## config.mk

```make
export PLATFORM = sky130hd
export DESIGN_NAME = terminal_text_filter_wrap
export DESIGN_NICKNAME = d
export VERILOG_FILES = /design/src/rtl/ttfw_pkg.sv /design/src/rtl/terminal_text_filter_wrap.sv
export SDC_FILE = /design/constraint.sdc
export NUM_CORES = 1
export LEC_CHECK = 0
export BUFFER_PORTS_ARGS = -buffer_cell sky130_fd_sc_hd__buf_4
export CAP_MARGIN = 20
export CORE_MARGIN = 1
export CORE_UTILIZATION = 51
export DETAILED_ROUTE_END_ITERATION = 10
export GPL_TIMING_DRIVEN = 0
export MAX_ROUTING_LAYER = met4
export PLACE_DENSITY = 0.72
export SLEW_MARGIN = 20
export SYNTH_ARGS = -nofsm -noshare
export SYNTH_HDL_FRONTEND = slang
export SYNTH_SLANG_ARGS = --single-unit
```

## constraint.sdc

```tcl
create_clock -name clk -period 2.2 [get_ports clk]
set_input_delay 0.44 -clock clk [delete_from_list [all_inputs] [get_ports clk]]
set_output_delay 0.44 -clock clk [all_outputs]
set_load 0.1 [all_outputs]
```

## src/rtl/ttfw_pkg.sv

```systemverilog
// ---------------------------------------------------------------------------
// ttfw_pkg
// Constants shared by the terminal text filter and its checker.
// ---------------------------------------------------------------------------
package ttfw_pkg;

  localparam int unsigned ByteW  = 8;
  localparam int unsigned PhaseW = 2;
  localparam int unsigned RemW   = 2;

  localparam logic [ByteW-1:0] CH_TAB      = 8'h09;
  localparam logic [ByteW-1:0] CH_LF       = 8'h0a;
  localparam logic [ByteW-1:0] CH_CR       = 8'h0d;
  localparam logic [ByteW-1:0] CH_ESC      = 8'h1b;
  localparam logic [ByteW-1:0] CH_SPACE    = 8'h20;
  localparam logic [ByteW-1:0] CH_LBRACKET = 8'h5b;
  localparam logic [ByteW-1:0] CH_DEL      = 8'h7f;
  localparam logic [ByteW-1:0] CSI_FIN_LO  = 8'h40;
  localparam logic [ByteW-1:0] CSI_FIN_HI  = 8'h7e;
  localparam logic [ByteW-1:0] COL_MAX     = 8'hff;

  localparam logic [ByteW-1:0] WRAP_COL_RST = 8'd80;

  localparam logic [PhaseW-1:0] PH_IDLE = 2'd0;
  localparam logic [PhaseW-1:0] PH_ESC  = 2'd1;
  localparam logic [PhaseW-1:0] PH_CSI  = 2'd2;

endpackage

```

## src/rtl/terminal_text_filter_wrap.sv

```systemverilog
// Latency: results of a byte appear on the output the cycle after it is taken.
// Throughput: one input byte per cycle while out_tready is high; a byte that gives
//   two or three output bytes (CR LF, or a wrap) holds the input until the
//   slot registers have drained, one byte per cycle while out_tready is high.
// Reset: synchronous, active low; column 0, no escape pending, line width 80.
// ---------------------------------------------------------------------------
// terminal_text_filter_wrap
// Strips ANSI CSI sequences, lone ESC and control bytes, expands CR/LF to
// CR LF and wraps lines at a programmable width.
// ---------------------------------------------------------------------------
module terminal_text_filter_wrap (
  input  logic                       clk,
  input  logic                       rst_n,
  // config
  input  logic                       cfg_valid,
  output logic                       cfg_ready,
  input  logic [ttfw_pkg::ByteW-1:0] cfg_data,    // [7:0] wrap column
  // input stream
  input  logic                       in_tvalid,
  output logic                       in_tready,
  input  logic [ttfw_pkg::ByteW-1:0] in_tdata,    // [7:0] in_byte
  input  logic                       in_tlast,    // buffer_end
  // output stream
  output logic                       out_tvalid,
  input  logic                       out_tready,
  output logic [ttfw_pkg::ByteW-1:0] out_tdata,   // [7:0] out_byte
  output logic                       out_tlast    // last
);

  logic [ttfw_pkg::ByteW-1:0]  wrap_col_r;
  logic [ttfw_pkg::ByteW-1:0]  column_r, column_nxt;
  logic [ttfw_pkg::PhaseW-1:0] phase_r, phase_nxt;
  logic [ttfw_pkg::ByteW-1:0]  slot0_r, slot1_r, slot2_r;
  logic [ttfw_pkg::ByteW-1:0]  slot0_nxt, slot1_nxt, slot2_nxt;
  logic [ttfw_pkg::RemW-1:0]   rem_r, rem_nxt;

  logic [ttfw_pkg::ByteW-1:0]  new0, new1, new2;
  logic [ttfw_pkg::RemW-1:0]   new_cnt;
  logic [ttfw_pkg::ByteW-1:0]  ch;
  logic                        plain, printable, wrap;
  logic                        in_fire, out_fire;

  assign cfg_ready  = 1'b1;
  assign out_tvalid = (rem_r != '0);
  assign out_tdata  = slot0_r;
  assign out_tlast  = (rem_r == ttfw_pkg::RemW'(1));
  assign out_fire   = out_tvalid && out_tready;
  assign in_tready  = (rem_r == '0) || (out_tlast && out_tready);
  assign in_fire    = in_tvalid && in_tready;

  always_comb begin
    plain = (phase_r == ttfw_pkg::PH_ESC) ? (in_tdata != ttfw_pkg::CH_LBRACKET)
                                          : (phase_r != ttfw_pkg::PH_CSI);
    ch        = (in_tdata == ttfw_pkg::CH_TAB) ? ttfw_pkg::CH_SPACE : in_tdata;
    printable = (in_tdata == ttfw_pkg::CH_TAB) ||
                ((in_tdata >= ttfw_pkg::CH_SPACE) && (in_tdata != ttfw_pkg::CH_DEL));
    wrap      = (wrap_col_r != '0) && (column_r >= wrap_col_r);

    new0       = ch;
    new1       = ch;
    new2       = ch;
    new_cnt    = '0;
    column_nxt = column_r;
    phase_nxt  = phase_r;

    if (phase_r == ttfw_pkg::PH_ESC && !plain) begin
      phase_nxt = ttfw_pkg::PH_CSI;
    end else if (!plain) begin
      if (in_tdata >= ttfw_pkg::CSI_FIN_LO && in_tdata <= ttfw_pkg::CSI_FIN_HI) begin
        phase_nxt = ttfw_pkg::PH_IDLE;
      end
    end else begin
      phase_nxt = ttfw_pkg::PH_IDLE;
      priority if (in_tdata == ttfw_pkg::CH_ESC) begin
        phase_nxt = ttfw_pkg::PH_ESC;
      end else if (in_tdata == ttfw_pkg::CH_CR || in_tdata == ttfw_pkg::CH_LF) begin
        new0       = ttfw_pkg::CH_CR;
        new1       = ttfw_pkg::CH_LF;
        new_cnt    = ttfw_pkg::RemW'(2);
        column_nxt = '0;
      end else if (printable && wrap) begin
        new0       = ttfw_pkg::CH_CR;
        new1       = ttfw_pkg::CH_LF;
        new_cnt    = ttfw_pkg::RemW'(3);
        column_nxt = ttfw_pkg::ByteW'(1);
      end else if (printable) begin
        new_cnt    = ttfw_pkg::RemW'(1);
        column_nxt = (column_r == ttfw_pkg::COL_MAX) ? column_r
                                                     : ttfw_pkg::ByteW'(column_r + 8'd1);
      end else begin
        new_cnt = '0;
      end
    end

    if (in_tlast) begin
      phase_nxt = ttfw_pkg::PH_IDLE;
    end
  end

  always_comb begin
    slot0_nxt = slot0_r;
    slot1_nxt = slot1_r;
    slot2_nxt = slot2_r;
    rem_nxt   = rem_r;
    if (in_fire) begin
      slot0_nxt = new0;
      slot1_nxt = new1;
      slot2_nxt = new2;
      rem_nxt   = new_cnt;
    end else if (out_fire) begin
      slot0_nxt = slot1_r;
      slot1_nxt = slot2_r;
      rem_nxt   = rem_r - ttfw_pkg::RemW'(1);
    end
  end

  always_ff @(posedge clk) begin
    if (!rst_n) begin
      wrap_col_r <= ttfw_pkg::WRAP_COL_RST;
      column_r   <= '0;
      phase_r    <= ttfw_pkg::PH_IDLE;
      rem_r      <= '0;
    end else begin
      if (cfg_valid && cfg_ready) begin
        wrap_col_r <= cfg_data;
      end
      if (in_fire) begin
        column_r <= column_nxt;
        phase_r  <= phase_nxt;
      end
      rem_r <= rem_nxt;
    end
  end

  always_ff @(posedge clk) begin
    slot0_r <= slot0_nxt;
    slot1_r <= slot1_nxt;
    slot2_r <= slot2_nxt;
  end

endmodule

```

==> metrics.yaml <==
timing:
  rsz0062_at_grt: "true"
  slew_violations: 0
  relSlewSlack: 0.622
  finalHoldViolations: 0
  setup_ws_ps: 54.2
  setup_viol: 0
  post-route-period-util: 0.975
  finalClockSkew_ps: 4.75
  worstMarginPinSlew_ps: 566
  period_minus_slack_ps: 2150
  fmax_mhz: 466
synthesis:
  yosysWarnings: 0
  synth-main-ff-cell: "edfxtp_1"
  syn_nets: 264
  syn_area_per_cell_um2: 10.1
  ys_top_cells_by_area: "edfxtp_1, dfxtp_1, ha_1"
  ys_seq_area_frac: 0.482
  yosys_register_bits: 44
  yosys.area.top_type: "edfxtp_1"
  synth_cells: 231
  async_reset_ff_frac: 0
  synth_edf_count: 24
  synth.cell_area_um2: 2320
  synth_cell_types: 55
  yosysTopAreaCellShare: 0.310
cts:
  numCtsBuffers: 5
  cts_tree: "done"
  clkTransAtPathRegs_ps: 80
  cts_buffer_depth: 2
  cts.sinks: 44
  htreeDepth: 2
  insertion_delay_ps: 290
  cts_root_buffer: "clkbuf_8"
cells_and_area:
  multi_input_area_um2: 1240
  nFillCells: 358
  fin_util: 0.674
  layout.nets: 308
  regArea_um2: 1130
  diodes: 0
  fin_area_um2: 2930
  area_growth_syn_to_layout_pct: 26.2
  drive_above_1_share: 0.308
global_route:
  grt_pass1_wl_um: 8070
  globalRouteOverflowTotal: 0
  antenna_found_initial: 0
  grt_pass1_vias: 1765
  track_usage: 0.215
  grt_max_degree: 21
routing:
  wl_per_cell_um: 14.4
  vias: 1822
  drc_errors: 0
  via_per_inst: 5.55
  antenna_left: 0
  firstDrtPassIters: 4
  drtIter0Drc: 164
  wl_um: 4730
worst_setup_path:
  cp-endpoint: "out_tdata[5]$_DFFE_PP_"
  rr_endpoint: "out_tdata[5]$_DFFE_PP_"
  r2r_slack_ps: 50
  crit_fanout: 7
  critical-path-max-stage-delay_ps: 370
  worstPathCellList: "inv_2, ha_4, nand2_4, or3_4, o221ai_4, nand3_4, a21o_4, a22o_1"
  crit_type: "reg2reg"
  cp-start-kind: "flip-flop"
  slowest_stage: "or3_4"
  worst-r2r-cell-count: 8
  crit_required_ps: 2250
  cp_top_family: "compound AO/OA/AOI/OAI gates"
  crit_path_start: "wrap_col_r[7]$_SDFFE_PN0P_"
  r2r-start: "wrap_col_r[7]$_SDFFE_PN0P_"
  crit_buf_inv: 1
  path_depth: 8
  crit_arrival_ps: 2200
  end_kind: "flip-flop"
placed_design:
  gp_congestion: 0.883
  place_area_um2: 2640
  dp_slack_ps: -114
  dp_hpwl_um: 3280
  io_buffers: 30
worst_hold_path:
  hold_path.startpoint: "cfg_data[4]"
  min_path_type: "in2reg"
power:
  p_total_mw: 2.59
  p_per_area_nw_per_um2: 882
  leakage_nw: 1.17
  worst_ir_drop_vdd_v: 0.000401
run_status:
  status: "completed"
floorplanning:
  fp-row-count: 24
  io_pins: 34
  die_x_um: 69.5
  dieArea_um2: 4830
  core_um2: 4350
  floorplan.initialDensity: 0.534
  chipHeight_um: 69.5
job:
  cap_viol_max_count: 0
==> registers in the layout, indices dropped and copies added (netlist names) <==
signal	cells
column_r	8
out_tdata	8
slot1_r	8
rem_r	2
wrap_col_r	8
phase_r	2
slot2_r	8
==> kinds of logic (layout without fill, tap and decap cells) <==
family,after synthesis,count (layout),synth area share
simple gates,92,92,0.217
flops,44,44,0.482
compound gates,40,40,0.126
buf+inv,27,72,0.0474
fa+ha+maj,11,11,0.0592
mux,9,9,0.0393
xor+xnor,7,7,0.0264
other cells,1,1,0.00161
==> timing repair <==
item	in CTS	in global routing
hold buffers	0	0
cloned	0	0
endpoints found under the setup margin	11	18
gates resized for setup	5	21
pin swaps	3	9
buffers inserted	3	4
==> worst register-to-register path, stage by stage, from the launching register on <==
cell      delay [ps]
dfxtp_2          350
inv_2             50
ha_4             270
nand2_4           50
or3_4            370
o221ai_4         220
nand3_4          140
a21o_4           270
a22o_1           180
==> routing by layer <==
metal	track usage	routed length, um	vias to the layer above
li1	-	-	918
met3	0.0494	185	5
met2	0.370	2390	34
met1	0.251	2100	865
met4	0.0590	51	0
met5	-	0	-
==> report_power, final <==
| group | switching [mW] | leakage (nW) | total [mW] | internal, mW |
|---|---|---|---|---|
| combinational | 0.674 | 0.716 | 0.923 | 0.249 |
| sequential | 0.0401 | 0.398 | 1.06 | 1.02 |
| clock | 0.270 | 0.0552 | 0.607 | 0.337 |
==> cell usage in the layout, fill, tap and decap left out, types with 6 or more instances in the layout <==
master    instances
buf_4            39
nand2_1          24
edfxtp_1         24
nor2_1           19
dfxtp_1          14
inv_1            11
clkbuf_1          8
mux2i_1           8
nor3b_1           7
nand4_1           7
and3_1            7
xnor2_1           7
o21ai_1           6
ha_1              6
dfxtp_2           6
==> worst min path at each step <==
stage                                      end  slack [ps]  cells after the start
floorplan              phase_r[1]$_SDFFE_PN0P_         440                      2
global placement       phase_r[1]$_SDFFE_PN0P_         450                      2
detailed placement     phase_r[1]$_SDFFE_PN0P_         450                      2
CTS                 wrap_col_r[6]$_SDFFE_PN1P_         360                      3
global route        wrap_col_r[6]$_SDFFE_PN1P_         380                      3
finish              wrap_col_r[4]$_SDFFE_PN1P_         360                      3
==> synthesized netlist by cell type (2+ instances only) <==
| library cell | number |
|---|---|
| inv_1 | 14 |
| nand3_2 | 3 |
| o21ai_0 | 2 |
| nor4_1 | 2 |
| o21ai_1 | 7 |
| nand2_1 | 25 |
| nand4_1 | 7 |
| buf_4 | 2 |
| and3_1 | 7 |
| a31oi_1 | 2 |
| o211ai_1 | 2 |
| o31ai_1 | 2 |
| nor3b_1 | 7 |
| nand2b_1 | 5 |
| a21oi_1 | 8 |
| and2_1 | 2 |
| dfxtp_1 | 20 |
| edfxtp_1 | 24 |
| xnor2_1 | 7 |
| mux2i_1 | 8 |
| clkbuf_1 | 8 |
| a22o_1 | 2 |
| ha_1 | 11 |
| nor3_1 | 3 |
| nor2_1 | 19 |
| or3_1 | 3 |
==> final cells by class <==
class                           count  share of cell area
Buffer                             12              0.0188
Clock buffer                        6              0.0247
Clock inverter                      2              0.0119
Inverter                           15              0.0192
Multi-Input combinational cell    160               0.424
Sequential cell                    44               0.385
Tap cell                           52              0.0222
Timing Repair Buffer               37              0.0947
==> stage by stage <==
step | TNS [ps] | hold slack, ps | cells
floorplan | -30.6 | 440 | 231
global placement | -613 | 450 | 313
detailed placement | -965 | 453 | 313
CTS | 0 | 362 | 324
global route | -88.5 | 378 | 328
finish | 0 | 363 | 328
Note: power is estimated with default switching activity, not from simulation.
